==> src/sv/tpdeq_pkg.sv <==
// Shared types, codes and constants for the touch packet decoder and event queue.
package tpdeq_pkg;

    localparam int QUEUE_DEPTH_DEF = 16;

    localparam int CFG_INDEX_W = 1;
    localparam int CFG_DATA_W  = 14;
    localparam int RAW_W       = 14;
    localparam int POS_W       = 13;
    localparam int ID_W        = 8;

    localparam logic [CFG_INDEX_W-1:0] CFG_SCREEN_WIDTH  = 1'd0;
    localparam logic [CFG_INDEX_W-1:0] CFG_SCREEN_HEIGHT = 1'd1;

    localparam logic [CFG_DATA_W-1:0] SCREEN_WIDTH_RST  = 14'd240;
    localparam logic [CFG_DATA_W-1:0] SCREEN_HEIGHT_RST = 14'd208;

    localparam logic [7:0] START_BYTE = 8'hAA;
    localparam logic [7:0] KEEP_BYTE  = 8'hFF;

    typedef enum logic [1:0] {
        CMD_BYTE     = 2'd0,
        CMD_LINE_ERR = 2'd1,
        CMD_POP      = 2'd2
    } t_cmd;

    typedef enum logic [1:0] {
        KIND_DOWN = 2'd0,
        KIND_MOVE = 2'd1,
        KIND_UP   = 2'd2
    } t_kind;

    typedef enum logic [2:0] {
        PH_IDLE  = 3'd0,
        PH_X_HI  = 3'd1,
        PH_X_LO  = 3'd2,
        PH_Y_HI  = 3'd3,
        PH_Y_LO  = 3'd4,
        PH_PRESS = 3'd5
    } t_phase;

    typedef struct packed {
        logic [ID_W-1:0]  touch_id;
        logic [POS_W-1:0] pos_x;
        logic [POS_W-1:0] pos_y;
        logic             position_valid;
        t_kind            event_kind;
    } t_event;

    typedef struct packed {
        logic   wr_en;
        logic   evict;
        t_event entry;
    } t_wr_req;

    typedef struct packed {
        logic full;
        logic empty;
    } t_q_status;

endpackage

==> src/sv/tpdeq_decoder.sv <==
// Packet parser and touch event builder with its contact tracking state.
module tpdeq_decoder (
    input  logic                                i_clk,
    input  logic                                i_rst_n,
    input  logic                                i_byte_go,
    input  logic                                i_err_go,
    input  logic [7:0]                          i_rx_byte,
    input  logic [tpdeq_pkg::CFG_DATA_W-1:0]    i_screen_width,
    input  logic [tpdeq_pkg::CFG_DATA_W-1:0]    i_screen_height,
    input  tpdeq_pkg::t_q_status                i_status,
    output tpdeq_pkg::t_wr_req                  o_wr_req
);

    tpdeq_pkg::t_phase              r_phase, n_phase;
    logic [tpdeq_pkg::RAW_W-1:0]    r_raw_x, n_raw_x;
    logic [tpdeq_pkg::RAW_W-1:0]    r_raw_y, n_raw_y;
    logic [tpdeq_pkg::POS_W-1:0]    r_last_x, n_last_x;
    logic [tpdeq_pkg::POS_W-1:0]    r_last_y, n_last_y;
    logic                           r_pressed, n_pressed;
    logic [tpdeq_pkg::ID_W-1:0]     r_next_id, n_next_id;

    logic                           keep;
    logic                           ev_go;
    logic                           ev_press;
    logic                           ev_valid;
    logic                           out_of_range;
    logic                           wr;
    logic                           evict;
    logic                           pos_ok;
    logic [tpdeq_pkg::POS_W-1:0]    ev_x, ev_y;
    logic [tpdeq_pkg::POS_W-1:0]    sel_x, sel_y;

    assign keep = (i_rx_byte == tpdeq_pkg::KEEP_BYTE);
    assign ev_x = r_raw_x[tpdeq_pkg::RAW_W-1:1];
    assign ev_y = r_raw_y[tpdeq_pkg::RAW_W-1:1];
    assign out_of_range = ({1'b0, ev_x} >= i_screen_width)
                       || ({1'b0, ev_y} >= i_screen_height);

    always_comb begin
        n_phase   = r_phase;
        n_raw_x   = r_raw_x;
        n_raw_y   = r_raw_y;
        ev_go     = 1'b0;
        ev_press  = 1'b0;
        ev_valid  = 1'b0;
        if (i_byte_go) begin
            if (i_rx_byte == tpdeq_pkg::START_BYTE) begin
                n_phase = tpdeq_pkg::PH_X_HI;
            end else if (i_rx_byte[7] && !keep) begin
                n_phase = tpdeq_pkg::PH_IDLE;
            end else begin
                n_phase = tpdeq_pkg::PH_IDLE;
                case (r_phase)
                    tpdeq_pkg::PH_X_HI: begin
                        n_phase = tpdeq_pkg::PH_X_LO;
                        if (!keep) n_raw_x[13:7] = i_rx_byte[6:0];
                    end
                    tpdeq_pkg::PH_X_LO: begin
                        n_phase = tpdeq_pkg::PH_Y_HI;
                        if (!keep) n_raw_x[6:0] = i_rx_byte[6:0];
                    end
                    tpdeq_pkg::PH_Y_HI: begin
                        n_phase = tpdeq_pkg::PH_Y_LO;
                        if (!keep) n_raw_y[13:7] = i_rx_byte[6:0];
                    end
                    tpdeq_pkg::PH_Y_LO: begin
                        n_phase = tpdeq_pkg::PH_PRESS;
                        if (!keep) n_raw_y[6:0] = i_rx_byte[6:0];
                    end
                    tpdeq_pkg::PH_PRESS: begin
                        // Only 0 (release) and 1 (press) complete a packet.
                        if (i_rx_byte[7:1] == 7'd0) begin
                            ev_go    = 1'b1;
                            ev_press = i_rx_byte[0];
                            ev_valid = 1'b1;
                        end
                    end
                    default: begin
                        n_phase = tpdeq_pkg::PH_IDLE;
                    end
                endcase
            end
        end else if (i_err_go) begin
            n_phase = tpdeq_pkg::PH_IDLE;
            ev_go   = r_pressed;
        end
    end

    always_comb begin
        wr        = ev_go;
        evict     = 1'b0;
        pos_ok    = ev_valid;
        sel_x     = ev_x;
        sel_y     = ev_y;
        if (out_of_range) begin
            // Only a release of a held contact survives, at the last position.
            if (ev_press || !r_pressed) wr = 1'b0;
            sel_x  = r_last_x;
            sel_y  = r_last_y;
            pos_ok = 1'b0;
        end
        if (!ev_press && !r_pressed) wr = 1'b0;
        if (i_status.full) begin
            if (ev_press) begin
                wr = 1'b0;
            end else begin
                evict  = 1'b1;
                pos_ok = 1'b0;
            end
        end

        o_wr_req                      = '0;
        o_wr_req.wr_en                = wr;
        o_wr_req.evict                = wr && evict;
        o_wr_req.entry.touch_id       = r_next_id;
        o_wr_req.entry.pos_x          = sel_x;
        o_wr_req.entry.pos_y          = sel_y;
        o_wr_req.entry.position_valid = pos_ok;
        if (!ev_press) begin
            o_wr_req.entry.event_kind = tpdeq_pkg::KIND_UP;
        end else if (r_pressed) begin
            o_wr_req.entry.event_kind = tpdeq_pkg::KIND_MOVE;
        end else begin
            o_wr_req.entry.event_kind = tpdeq_pkg::KIND_DOWN;
        end

        n_pressed = r_pressed;
        n_last_x  = r_last_x;
        n_last_y  = r_last_y;
        n_next_id = r_next_id;
        if (wr) begin
            n_pressed = ev_press;
            n_last_x  = sel_x;
            n_last_y  = sel_y;
            if (!ev_press) n_next_id = r_next_id + 1'b1;
        end
    end

    always_ff @(posedge i_clk) begin
        if (!i_rst_n) begin
            r_phase   <= tpdeq_pkg::PH_IDLE;
            r_raw_x   <= '0;
            r_raw_y   <= '0;
            r_last_x  <= '0;
            r_last_y  <= '0;
            r_pressed <= 1'b0;
            r_next_id <= '0;
        end else begin
            r_phase   <= n_phase;
            r_raw_x   <= n_raw_x;
            r_raw_y   <= n_raw_y;
            r_last_x  <= n_last_x;
            r_last_y  <= n_last_y;
            r_pressed <= n_pressed;
            r_next_id <= n_next_id;
        end
    end

endmodule

==> src/sv/tpdeq_queue.sv <==
// Ring buffer of touch events with eviction of the oldest entry and registered read.
module tpdeq_queue #(
    parameter int QUEUE_DEPTH = tpdeq_pkg::QUEUE_DEPTH_DEF
) (
    input  logic                  i_clk,
    input  logic                  i_rst_n,
    input  tpdeq_pkg::t_wr_req    i_wr_req,
    input  logic                  i_rd_en,
    output tpdeq_pkg::t_q_status  o_status,
    output tpdeq_pkg::t_event     o_rd_data
);

    localparam int PTR_W = $clog2(QUEUE_DEPTH);
    localparam logic [PTR_W-1:0] LAST_IDX = PTR_W'(QUEUE_DEPTH - 1);

    tpdeq_pkg::t_event    r_mem [QUEUE_DEPTH];
    tpdeq_pkg::t_event    r_rd_data;
    logic [PTR_W-1:0]     r_rd_ptr, n_rd_ptr;
    logic [PTR_W-1:0]     r_wr_ptr, n_wr_ptr;
    logic [PTR_W-1:0]     rd_inc, wr_inc;

    assign rd_inc = (r_rd_ptr == LAST_IDX) ? '0 : r_rd_ptr + 1'b1;
    assign wr_inc = (r_wr_ptr == LAST_IDX) ? '0 : r_wr_ptr + 1'b1;

    // One slot stays empty so that full and empty can be told apart.
    assign o_status.full  = (wr_inc == r_rd_ptr);
    assign o_status.empty = (r_wr_ptr == r_rd_ptr);
    assign o_rd_data      = r_rd_data;

    assign n_rd_ptr = (i_rd_en || i_wr_req.evict) ? rd_inc : r_rd_ptr;
    assign n_wr_ptr = i_wr_req.wr_en ? wr_inc : r_wr_ptr;

    always_ff @(posedge i_clk) begin
        if (i_wr_req.wr_en) r_mem[r_wr_ptr] <= i_wr_req.entry;
        if (i_rd_en) r_rd_data <= r_mem[r_rd_ptr];
    end

    always_ff @(posedge i_clk) begin
        if (!i_rst_n) begin
            r_rd_ptr <= '0;
            r_wr_ptr <= '0;
        end else begin
            r_rd_ptr <= n_rd_ptr;
            r_wr_ptr <= n_wr_ptr;
        end
    end

endmodule

==> src/sv/touch_packet_decoder_event_queue_core.sv <==
// Top level of the touch packet decoder and event queue: handshakes, settings and output stage.
// Throughput: one input transaction per cycle while o_in_stall is low; byte and line
// error commands finish in that cycle. A pop reads the event memory into the read register at the
// accepting edge; the event then moves to the output register once that is empty or being taken.
// Input is stalled only while a read event waits behind a full, stalled output register.
// Reset (synchronous, active low) empties the queue, idles the parser and restores the
// screen size; memory contents are not cleared, as no entry is read before it is written.
module touch_packet_decoder_event_queue_core #(
    parameter int QUEUE_DEPTH = tpdeq_pkg::QUEUE_DEPTH_DEF
) (
    input  logic                                i_clk,
    input  logic                                i_rst_n,

    input  logic                                i_in_valid,
    output logic                                o_in_stall,
    input  logic [1:0]                          i_command,
    input  logic [7:0]                          i_rx_byte,

    output logic                                o_out_valid,
    input  logic                                i_out_stall,
    output logic [tpdeq_pkg::ID_W-1:0]          o_touch_id,
    output logic [tpdeq_pkg::POS_W-1:0]         o_pos_x,
    output logic [tpdeq_pkg::POS_W-1:0]         o_pos_y,
    output logic                                o_position_valid,
    output logic [1:0]                          o_event_kind,

    input  logic                                i_cfg_valid,
    output logic                                o_cfg_ready,
    input  logic [tpdeq_pkg::CFG_INDEX_W-1:0]   i_cfg_index,
    input  logic [tpdeq_pkg::CFG_DATA_W-1:0]    i_cfg_data
);

    // Screen size registers. The port is always ready; the host writes them only while
    // no transaction is in flight, a rule on the host that the block itself does not enforce.
    logic [tpdeq_pkg::CFG_DATA_W-1:0] r_screen_width;
    logic [tpdeq_pkg::CFG_DATA_W-1:0] r_screen_height;

    assign o_cfg_ready = 1'b1;

    always_ff @(posedge i_clk) begin
        if (!i_rst_n) begin
            r_screen_width  <= tpdeq_pkg::SCREEN_WIDTH_RST;
            r_screen_height <= tpdeq_pkg::SCREEN_HEIGHT_RST;
        end else if (i_cfg_valid && o_cfg_ready) begin
            case (i_cfg_index)
                tpdeq_pkg::CFG_SCREEN_WIDTH:  r_screen_width  <= i_cfg_data;
                tpdeq_pkg::CFG_SCREEN_HEIGHT: r_screen_height <= i_cfg_data;
                default: ;
            endcase
        end
    end

    // Command decode for the accepted transaction. Command 3 is simply consumed.
    tpdeq_pkg::t_cmd      cmd;
    logic                 in_take;
    logic                 byte_go;
    logic                 err_go;
    logic                 pop_go;
    tpdeq_pkg::t_wr_req   wr_req;
    tpdeq_pkg::t_q_status q_status;
    tpdeq_pkg::t_event    rd_data;

    assign cmd     = tpdeq_pkg::t_cmd'(i_command);
    assign in_take = i_in_valid && !o_in_stall;
    assign byte_go = in_take && (cmd == tpdeq_pkg::CMD_BYTE);
    assign err_go  = in_take && (cmd == tpdeq_pkg::CMD_LINE_ERR);
    // A pop of an empty queue produces nothing.
    assign pop_go  = in_take && (cmd == tpdeq_pkg::CMD_POP) && !q_status.empty;

    tpdeq_decoder u_decoder (
        .i_clk           (i_clk),
        .i_rst_n         (i_rst_n),
        .i_byte_go       (byte_go),
        .i_err_go        (err_go),
        .i_rx_byte       (i_rx_byte),
        .i_screen_width  (r_screen_width),
        .i_screen_height (r_screen_height),
        .i_status        (q_status),
        .o_wr_req        (wr_req)
    );

    tpdeq_queue #(
        .QUEUE_DEPTH (QUEUE_DEPTH)
    ) u_queue (
        .i_clk     (i_clk),
        .i_rst_n   (i_rst_n),
        .i_wr_req  (wr_req),
        .i_rd_en   (pop_go),
        .o_status  (q_status),
        .o_rd_data (rd_data)
    );

    // Output stage. The memory read register is the first stage; r_rd_vld marks that it
    // holds an event still to be delivered. It moves into the output register whenever
    // that register is empty or being taken. The read register only changes on a new pop,
    // so stalling input while the event cannot move is enough to keep it intact.
    logic                 r_rd_vld, n_rd_vld;
    logic                 r_out_valid, n_out_valid;
    tpdeq_pkg::t_event    r_out;
    logic                 rd_move;

    assign rd_move    = r_rd_vld && (!r_out_valid || !i_out_stall);
    assign o_in_stall = r_rd_vld && r_out_valid && i_out_stall;

    always_comb begin
        n_rd_vld = r_rd_vld;
        if (rd_move) n_rd_vld = 1'b0;
        if (pop_go)  n_rd_vld = 1'b1;

        n_out_valid = r_out_valid;
        if (!i_out_stall) n_out_valid = 1'b0;
        if (rd_move)      n_out_valid = 1'b1;
    end

    always_ff @(posedge i_clk) begin
        if (!i_rst_n) begin
            r_rd_vld    <= 1'b0;
            r_out_valid <= 1'b0;
        end else begin
            r_rd_vld    <= n_rd_vld;
            r_out_valid <= n_out_valid;
        end
    end

    always_ff @(posedge i_clk) begin
        if (rd_move) r_out <= rd_data;
    end

    assign o_out_valid      = r_out_valid;
    assign o_touch_id       = r_out.touch_id;
    assign o_pos_x          = r_out.pos_x;
    assign o_pos_y          = r_out.pos_y;
    assign o_position_valid = r_out.position_valid;
    assign o_event_kind     = r_out.event_kind;

    // A read event waiting behind a stalled output must still be there in the next cycle.
    a_rd_held: assert property (@(posedge i_clk) disable iff (!i_rst_n)
        (r_rd_vld && r_out_valid && i_out_stall) |=> r_rd_vld)
        else $error("pending read event lost while output stalled");

    // Only a release may evict, and it is then never marked trustworthy.
    a_evict_release: assert property (@(posedge i_clk) disable iff (!i_rst_n)
        wr_req.evict |-> (wr_req.wr_en && !wr_req.entry.position_valid
                          && (wr_req.entry.event_kind == tpdeq_pkg::KIND_UP)))
        else $error("eviction by something other than an invalid release");

    // A queue write and a pop never fall in the same cycle.
    a_no_wr_pop: assert property (@(posedge i_clk) disable iff (!i_rst_n)
        !(wr_req.wr_en && pop_go))
        else $error("queue write coincides with pop");

    // A new result only appears after the read stage held one.
    a_out_source: assert property (@(posedge i_clk) disable iff (!i_rst_n)
        $rose(r_out_valid) |-> $past(r_rd_vld))
        else $error("output became valid without a read event");

endmodule
==> config.mk <==
export PLATFORM = sky130hd
export DESIGN_NAME = touch_packet_decoder_event_queue_core
export DESIGN_NICKNAME = d
export VERILOG_FILES = /design/src/sv/tpdeq_pkg.sv /design/src/sv/tpdeq_decoder.sv /design/src/sv/tpdeq_queue.sv /design/src/sv/touch_packet_decoder_event_queue_core.sv
export SDC_FILE = /design/constraint.sdc
export NUM_CORES = 1
export LEC_CHECK = 0
export BUFFER_PORTS_ARGS = -buffer_cell sky130_fd_sc_hd__buf_2
export CAP_MARGIN = 40
export CELL_PAD_IN_SITES_DETAIL_PLACEMENT = 1
export CELL_PAD_IN_SITES_GLOBAL_PLACEMENT = 1
export CORE_AREA = 3 3 249 251
export CTS_BUF_LIST = sky130_fd_sc_hd__clkbuf_8
export CTS_CLUSTER_SIZE = 25
export DETAILED_ROUTE_END_ITERATION = 10
export DIE_AREA = 0 0 252 254
export GPL_TIMING_DRIVEN = 0
export PLACE_DENSITY_LB_ADDON = 0.1
export SLEW_MARGIN = 20
export SYNTH_ARGS = -nofsm -noshare
export SYNTH_HDL_FRONTEND = slang
export SYNTH_SLANG_ARGS = --single-unit
==> constraint.sdc <==
create_clock -name i_clk -period 15.9 [get_ports i_clk]
set_input_delay 1.59 -clock i_clk [delete_from_list [all_inputs] [get_ports i_clk]]
set_output_delay 1.59 -clock i_clk [all_outputs]
set_load 0.01 [all_outputs]
After elaboration in Yosys (flattened, before gate mapping)
Memory sizes are Yosys's and may differ from the RTL's. A register that Yosys moved wholly into a read port is not among the register bits.
Cells that the tools add are included.
{ "totals": {"memories": 1, "out_inout_bits": 40, "ramBits": 592, "inputBits": 30, "register_bits": 141} }
{ "classes": {"n_bitwise": 5, "eq_ne": 14, "magnitude_cmp": 2, "add_sub_neg": 3, "mux": 39, "n_reduce_logical": 33} }
{ "memory_table": {"columns": ["memory", "words", "width", "read_ports", "rd_ports_with_merged_regs", "wr", "line_no", "rtl"], "rows": [
  ["u_queue.r_mem", 16, 37, 1, 1, 1, "tpdeq_queue.sv:16", "tpdeq_pkg::t_event r_mem [QUEUE_DEPTH];"]
]} }
{ "ops": {"columns": ["op", "n"], "rows": [
  ["$mux 1", 29],
  ["$ge 13x14->1", 2],
  ["$mux 13", 2],
  ["$reduce_and 5->1", 4],
  ["$eq 8x8->1 const B", 2],
  ["$mux 3", 4],
  ["$pmux 3 s4", 1],
  ["$logic_and 1x1->1", 11],
  ["$add 4x1->4 const B", 2],
  ["$add 8x1->8 const B", 1],
  ["$eq 4x4->1", 2],
  ["$eq 4x4->1 const B", 2],
  ["$mux 4", 2],
  ["$logic_not 1->1", 7],
  ["$logic_not 7->1", 1],
  ["$eq 3x2->1 const B", 2],
  ["$eq 3x3->1 const B", 2],
  ["$reduce_and 2->1", 3],
  ["$not 1->1", 5],
  ["$logic_or 1x1->1", 4],
  ["$reduce_bool 2->1", 2],
  ["$eq 3x1->1 const B", 1],
  ["$eq 2x1->1 const B", 1],
  ["$eq 2x2->1 const B", 1],
  ["3 further kinds", 3]
]} }

Depth between registers and ports, before layout
Gate-level depths: netlist of the first run.
{ "logic_depth": {"depth_word": 14, "ltp_mapped": 11, "depth_no_buf": 9} }

Hierarchy
A second synthesis of the first run with hierarchy kept.
{ "unflattened": {"cells_unflattened": 1611, "area_unflattened_um2": 29879.9} }
{ "modules_own_cells": {"columns": ["module", "instances", "cells_per_inst", "area_each_um2"], "rows": [
  ["tpdeq_queue", 1, 1022, 23840.4],
  ["tpdeq_decoder", 1, 414, 3784.9],
  ["touch_packet_decoder_event_queue_core", 1, 175, 2254.7]
]} }

Worst setup path after synthesis of the first run
No wires, ideal clock.
{ "synth_path": {"path_type": "input to register", "start": "in i_out_stall", "end": "reg u_queue.r_rd_ptr[0]", "setup_ps": 76, "cell_stages": 6, "t_arrival_ps": 7097, "setup_slack_ps": 8727, "n_path_buf": 0, "cell_sequence": "nand3_1 -> nand2_1 -> nor4b_1 -> a21oi_1 -> a311o_1 -> a21boi_0"} }
{ "synth_via": {"elab_chain_cells": 13, "word_cells_on_any_way": 22, "classes_between": "mux (10); reduce/logical (12)"} }
{ "synth_lines": {"columns": ["element", "line_no", "rtl"], "rows": [
  ["start, declared", "touch_packet_decoder_event_queue_core.sv:20", "input logic i_out_stall,"],
  ["$logic_and 1x1->1 (*)", "touch_packet_decoder_event_queue_core.sv:103", "assign o_in_stall = r_rd_vld && r_out_valid && i_out_stall;"],
  ["$logic_not 1->1 (*)", "touch_packet_decoder_event_queue_core.sv:64", "assign in_take = i_in_valid && !o_in_stall;"],
  ["$logic_and 1x1->1 (*)", "touch_packet_decoder_event_queue_core.sv:64", null],
  ["$logic_and 1x1->1, on equally long branches", "touch_packet_decoder_event_queue_core.sv:66, touch_packet_decoder_event_queue_core.sv:65", null],
  ["$mux 1, on equally long branches", "tpdeq_decoder.sv:83, tpdeq_decoder.sv:46", null],
  ["$mux 1 / $logic_or 1x1->1 (equally long branches)", "tpdeq_decoder.sv:46, tpdeq_decoder.sv:97", null],
  ["$mux 1", "tpdeq_decoder.sv:97", "if (ev_press || !r_pressed) wr = 1'b0;"],
  ["$mux 1", "tpdeq_decoder.sv:95", "if (out_of_range) begin"],
  ["$mux 1", "tpdeq_decoder.sv:102", "if (!ev_press && !r_pressed) wr = 1'b0;"],
  ["$mux 1", "tpdeq_decoder.sv:104", "if (ev_press) begin"],
  ["$mux 1", "tpdeq_decoder.sv:103", "if (i_status.full) begin"],
  ["$logic_and 1x1->1", "tpdeq_decoder.sv:114", "o_wr_req.evict = wr && evict;"],
  ["$logic_or 1x1->1 (*)", "tpdeq_queue.sv:30", "assign n_rd_ptr = (i_rd_en || i_wr_req.evict) ? rd_inc : r_rd_ptr;"],
  ["end signal, assigned", "tpdeq_queue.sv:43", "r_rd_ptr <= n_rd_ptr;"],
  ["end, declared", "tpdeq_queue.sv:18", "logic [PTR_W-1:0] r_rd_ptr, n_rd_ptr;"]
]} }
Mark *: on every way between the ends. The rest lies on a longest branch, timed or not.
A chain may end at the register's enable or synchronous reset.

Worst setup path after layout of the first run
{ "layout_path": {"start": "reg u_decoder.r_raw_x[8] (netlist bit)", "end": "mem u_queue.r_mem[3][20] (netlist bit) (enable)"} }
{ "layout_via": {"elab_chain_cells": 8} }
{ "layout_lines": {"columns": ["element", "line_no", "rtl"], "rows": [
  ["start, declared", "tpdeq_decoder.sv:15", "logic [tpdeq_pkg::RAW_W-1:0] r_raw_x, n_raw_x;"],
  ["start signal, assigned", "tpdeq_decoder.sv:150", "r_raw_x <= n_raw_x;"],
  ["$ge 13x14->1 (*)", "tpdeq_decoder.sv:36", "assign out_of_range = ({1'b0, ev_x} >= i_screen_width)"],
  ["$logic_or 1x1->1 (*)", "tpdeq_decoder.sv:37", "|| ({1'b0, ev_y} >= i_screen_height);"],
  ["$mux 1 (*)", "tpdeq_decoder.sv:95", null],
  ["$mux 1 (*)", "tpdeq_decoder.sv:102", null],
  ["$mux 1", "tpdeq_decoder.sv:104", null],
  ["$mux 1 (*)", "tpdeq_decoder.sv:103", null],
  ["$mux 1 (*)", "tpdeq_queue.sv:34", "if (i_wr_req.wr_en) r_mem[r_wr_ptr] <= i_wr_req.entry;"],
  ["$mux 1 (not written as such) (*)", "tpdeq_queue.sv:34", null],
  ["end, declared", "tpdeq_queue.sv:16", null]
]} }
Marks and branches as above.

==> run summary, run 1 <==
PostCTS Resize Cnt: 0
Most used DFF post-synth: edfxtp_1
worst hold margin: 416 ps
Place WS: 10660 ps
DIE AREA: 0.0640 mm2
worst-path cell chain: ha_1 -> a21oi_1 -> o21ai_0 -> a211oi_1 -> o311ai_1 -> buf_2 -> nor2_1 -> buf_1 -> a22oi_1 -> nor3_2 -> buf_4 -> buf_6 -> buf_4 -> buf_6
Synth Area per Inst: 19.5 um2
CTS Buffer Depth: 3
vias per cell: 5.77
grt ovf: 0
antenna viol nets, final: 0
status: finished, final reports clean
Post-DP HPWL: 47.9 mm
P per Cell Area: 109 mW/mm2
Fin. Hold Viols: 0
CTS buffer count: 120
CTS tree: yes
CP startpoint kind: flop
EDFF count, synth: 666
worst vdd ir: 64.7 uV
first-pass GRT wire length: 110 mm
cell count after synthesis: 1527
Async S/R FF share, synth: 0
WP data arrival: 4760 ps
number of global-route vias before repair: 16500
yosys warns: 0
Tot Pwr: 3.75 mW
Synth cell types: 55
die span in y: 254 um
Pleak: 11.8 nW
FMAX: 0.230 GHz
drt pass-1 iters: 5
CP Data Required Time: 16310 ps
Post-Layout Cell Count: 2655
commonest non-fill, non-tap cells in the layout: edfxtp_1 (666), mux4_2 (185), nand2_1 (133), clkbuf_8 (132), dfxtp_1 (102)
syn nets: 1589
Worst setup EP type: flop
critical path class: reg -> reg
Slowest cell on crit path: buf_1
number of antenna violations at the first check in global routing: 1
Inst Count DP: 2429
CP max stage delay: 540 ps
worst rel slew slack: 0.386
Worst Hold Class: reg -> reg
pin count of the biggest net entering global routing: 34
die span in x: 252 um
CTS H-tree lvls: 3
CP max FO: 10
Iter 0 DRT Violations: 1180
Slew @ Worst Pin: 921 ps
Final min period: 4350 ps
Clk Latency, worst-skew pair: 720 ps
CTS clk-pin slew, worst paths: 70 ps
max_cap viols: 0
Nets: 1840
CP Buf/Inv Count: 6
std cell rows: 90
WL final: 74.6 mm
synthesis-stage register bit count: 768
sequential-to-total area share from yosys stat: 0.739
Layout fillers: 5377
Post-CTS Setup Bufs: 0
DR WL/cell: 28.1 um
share of cells above drive strength 1: 0.293
Hold Buf Count CTS: 0
Post-route DRC: 0
RD Place Congestion: 0.760
RSZ-0062 raised after global routing: no
CTS root buffer: clkbuf_8
DR vias: 15300
Final period util: 0.274
setup_tns: 0 ps
Final Skew: 31.9 ps
CTS sink count: 768
post-synthesis cell area: 0.0298 mm2
input/output buffers: 66
Total GRT Usage: 0.241
total I/O pin count: 70
area grow syn2layout: 15.3%
setup violators final: 0
core area: 0.0601 mm2
delay-heaviest family, CP: buffers and inverters
Initial Util: 0.496
Pins Over Slew Limit: 0
fin worst setup slack: 11550 ps
commonest non-fill, non-tap cell in the layout: edfxtp_1
==> power by group <==
part	switching, mW	total, mW	leakage [nW]	internal [mW]
Combinational	0.0220	0.0333	3.18	0.0113
Clock	0.762	1.56	1.30	0.795
Sequential	0.00154	2.16	7.33	2.16
==> through the flow <==
stage               utilization  instance area (um2)
floorplan                     -                29800
global placement          0.518                31100
detailed placement        0.533                32100
CTS                       0.571                34300
global route              0.572                34400
finish                    0.572                34400
==> worst paths after layout <==
check | cells after the start | startpoint | slack (ps) | to
setup reg to reg | 14 | u_decoder.r_raw_x[8] | 11550 | u_queue.r_mem[3][20]
setup / recovery | 14 | u_decoder.r_raw_x[8] | 11550 | u_queue.r_mem[3][20]
hold reg to reg | 0 | u_queue.o_rd_data[20] | 420 | o_pos_x[4]
hold / removal | 0 | u_queue.o_rd_data[20] | 420 | o_pos_x[4]
==> registers in the layout, indices dropped and copies added (netlist names), 14 cells and up <==
register / cells
u_queue.r_mem: 592
u_queue.o_rd_data: 37
r_screen_height: 14
r_screen_width: 14
==> final cells by class <==
class | instances | area [um2] | area share
Sequential cell | 768 | 22000 | 0.641
Multi-Input combinational cell | 648 | 7420 | 0.216
Clock buffer | 132 | 1820 | 0.0528
Timing Repair Buffer | 129 | 1230 | 0.0358
Tap cell | 782 | 978 | 0.0284
Clock inverter | 84 | 432 | 0.0125
Buffer | 80 | 364 | 0.0106
Inverter | 31 | 116 | 0.00338
Antenna cell | 1 | 2.50 | 0.0000727
==> cells in the mapped netlist (all sizes together), types with 26 or more instances <==
library cell | count | area share
mux2i | 51 | 0.017
buf | 33 | 0.0060
a21boi | 34 | 0.0086
inv | 31 | 0.0039
dfxtp | 102 | 0.068
ha | 32 | 0.013
mux4 | 185 | 0.14
nand2 | 133 | 0.017
nor2b | 33 | 0.0069
mux2 | 26 | 0.0098
edfxtp | 666 | 0.67
clkbuf | 47 | 0.0060
==> metal layers <==
layer,share of wire,up-vias,track usage
li1,-,6629,-
met1,0.42,8146,0.323
met2,0.51,445,0.414
met3,0.048,101,0.0377
met4,0.020,0,0.0681
met5,0,-,0
==> worst reg2reg max path, delay by kind of cell, from the launching register on <==
kind                       cells  cell delay (ps)
AOI/OAI and AO/OA              5             1190
and+or+nand+nor                2              560
buffers and inverters          6             1560
DFF                            1              440
adders and majority gates      1              290
==> kinds of logic (layout without fill, tap and decap cells) <==
| kind of cell | count (synthesis) | after routing | synth area share |
|---|---|---|---|
| AOI/OAI and AO/OA | 84 | 84 | 0.0193 |
| xor gates and xnor gates | 16 | 16 | 0.00470 |
| adders and majority gates | 32 | 32 | 0.0134 |
| buffers and inverters | 111 | 456 | 0.0159 |
| DFF | 768 | 768 | 0.739 |
| muxes | 262 | 262 | 0.167 |
| other | 1 | 2 | 0.000126 |
| and+or+nand+nor | 253 | 253 | 0.0411 |
No activity file was read; power rests on OpenSTA's default activity.
==> run 2: changes to the inputs <==
Clock period 15.9 ns to 4.55 ns, I/O delays scaled along.
==> run summary, run 2 (synthesis results as in run 1) <==
Tot Pwr: 13.1 mW
Slew @ Worst Pin: 871 ps
DR WL/cell: 28.3 um
input/output buffers: 66
pin count of the biggest net entering global routing: 33
P per Cell Area: 378 mW/mm2
CP startpoint kind: flop
setup_tns: 0 ps
die span in y: 254 um
Pins Over Slew Limit: 0
CTS Buffer Depth: 3
Fin. Hold Viols: 0
worst hold margin: 72.4 ps
Post-route DRC: 0
hold depth: 3
grt ovf: 0
CTS H-tree lvls: 3
max_cap viols: 0
Worst Hold End: o_out_valid
FMAX: 0.241 GHz
status: finished, final reports clean
DR vias: 15400
worst rel slew slack: 0.419
Post-CTS Setup Bufs: 0
Critical R2R Launch: u_decoder.r_raw_y[13]
Final min period: 4150 ps
die span in x: 252 um
max reg flops: 592
first-pass GRT wire length: 111 mm
Pleak: 11.9 nW
Worst Hold Class: in -> reg
CP Data Required Time: 4950 ps
number of global-route vias before repair: 16600
CP max FO: 16
Iter 0 DRT Violations: 1343
Hold Buf Count CTS: 14
Worst setup EP type: flop
CTS sink count: 768
PostCTS Resize Cnt: 0
Final Skew: 32.3 ps
std cell rows: 90
Layout fillers: 5366
number of antenna violations at the first check in global routing: 1
RD Place Congestion: 0.787
WP data arrival: 4540 ps
reg2reg setup slack: 400 ps
drt pass-1 iters: 5
RSZ-0062 raised after global routing: no
Nets: 1848
Total GRT Usage: 0.242
WL final: 75.5 mm
area grow syn2layout: 16.0%
CTS root buffer: clkbuf_8
fin worst setup slack: 403 ps
vias per cell: 5.78
Post-Layout Cell Count: 2670
Post-DP HPWL: 47.7 mm
most flop-heavy register: u_queue.r_mem
critical path class: reg -> reg
commonest non-fill, non-tap cell in the layout: edfxtp_1
CTS clk-pin slew, worst paths: 60 ps
share of cells above drive strength 1: 0.286
commonest non-fill, non-tap cells in the layout: edfxtp_1 (666), mux4_2 (185), nand2_1 (133), clkbuf_8 (132), dfxtp_1 (102)
worst vdd ir: 250 uV
Inst Count DP: 2424
Final period util: 0.912
setup violators final: 0
DIE AREA: 0.0640 mm2
Clk Latency, worst-skew pair: 730 ps
antenna viol nets, final: 0
Initial Util: 0.496
reg2reg path depth: 12
CTS buffer count: 121
CTS tree: yes
core area: 0.0601 mm2
Place WS: 341 ps
Crit Reg-Reg Endpoint: u_queue.r_mem[7][13]
hold_sp: i_out_stall
total I/O pin count: 70
==> run 2: cell types whose count changed in the layout (fill, tap and decap cells not counted), moves of 2 or more <==
cell,previous run,this run
dlygate4sd3_1,0,14
inv_1,68,79
buf_2,97,90
buf_8,2,8
buf_4,10,5
buf_16,13,15
buf_6,27,25
clkbuf_2,3,5
clkinv_2,14,12
==> run 2: cell type report <==
| type | instances | area (um2) | area share |
|---|---|---|---|
| timing repair buffer | 136 | 1400 | 0.0405 |
| buffer | 80 | 367 | 0.0106 |
| clock inverter | 92 | 429 | 0.0124 |
| tap | 782 | 978 | 0.0283 |
| antenna | 1 | 2.50 | 0.0000723 |
| sequential | 768 | 22000 | 0.637 |
| multi-input combinational | 648 | 7440 | 0.215 |
| clock buffer | 132 | 1820 | 0.0525 |
| inverter | 31 | 116 | 0.00336 |
==> run 2: worst max-delay path, stage by stage (launching register included) <==
cell and delay (ps):
dfxtp_1 430, ha_1 290, a21oi_1 140, a21oi_1 90, a211oi_1 320, o311ai_1 150
buf_2 190, nor2_1 140, buf_1 540, a22oi_1 380, clkbuf_2 250, nor2b_4 600
buf_12 280
==> run 2: worst max-delay path by stage <==
stage / start / to / cells past startpoint
final: u_decoder.r_raw_y[13] / u_queue.r_mem[7][13] / 12
after global placement: u_queue.r_rd_ptr[1] / u_queue.r_rd_ptr[0] / 7
after floorplan: r_screen_width[7] / u_queue.r_mem[15][0] / 10
after global routing: u_decoder.r_raw_x[8] / u_queue.r_mem[7][19] / 12
after detailed placement: u_decoder.r_raw_y[1] / u_queue.r_mem[15][13] / 12
after CTS: u_decoder.r_raw_y[1] / u_queue.r_mem[15][13] / 12
==> run 2: routing by layer <==
metal	wire [um]	GRT usage	vias to the layer above
met5	0	0	-
met4	1540	0.0715	0
met3	4320	0.0381	119
met2	38000	0.408	501
met1	31600	0.331	8163
li1	-	-	6644
==> run 2: power breakdown <==
| part | leakage [nW] | internal (mW) | switching (mW) |
|---|---|---|---|
| Sequential | 7.33 | 7.55 | 0.00547 |
| Combinational | 3.22 | 0.0475 | 0.0814 |
| Clock | 1.33 | 2.73 | 2.66 |
==> run 2: stage by stage <==
| step | cell area, um2 | util |
|---|---|---|
| 2_1_floorplan | 29800 | - |
| 3_3_place_gp | 31100 | 0.518 |
| 3_5_place_dp | 32100 | 0.535 |
| 4_1_cts | 34500 | 0.574 |
| 5_1_grt | 34600 | 0.575 |
| 6_report | 34600 | 0.575 |
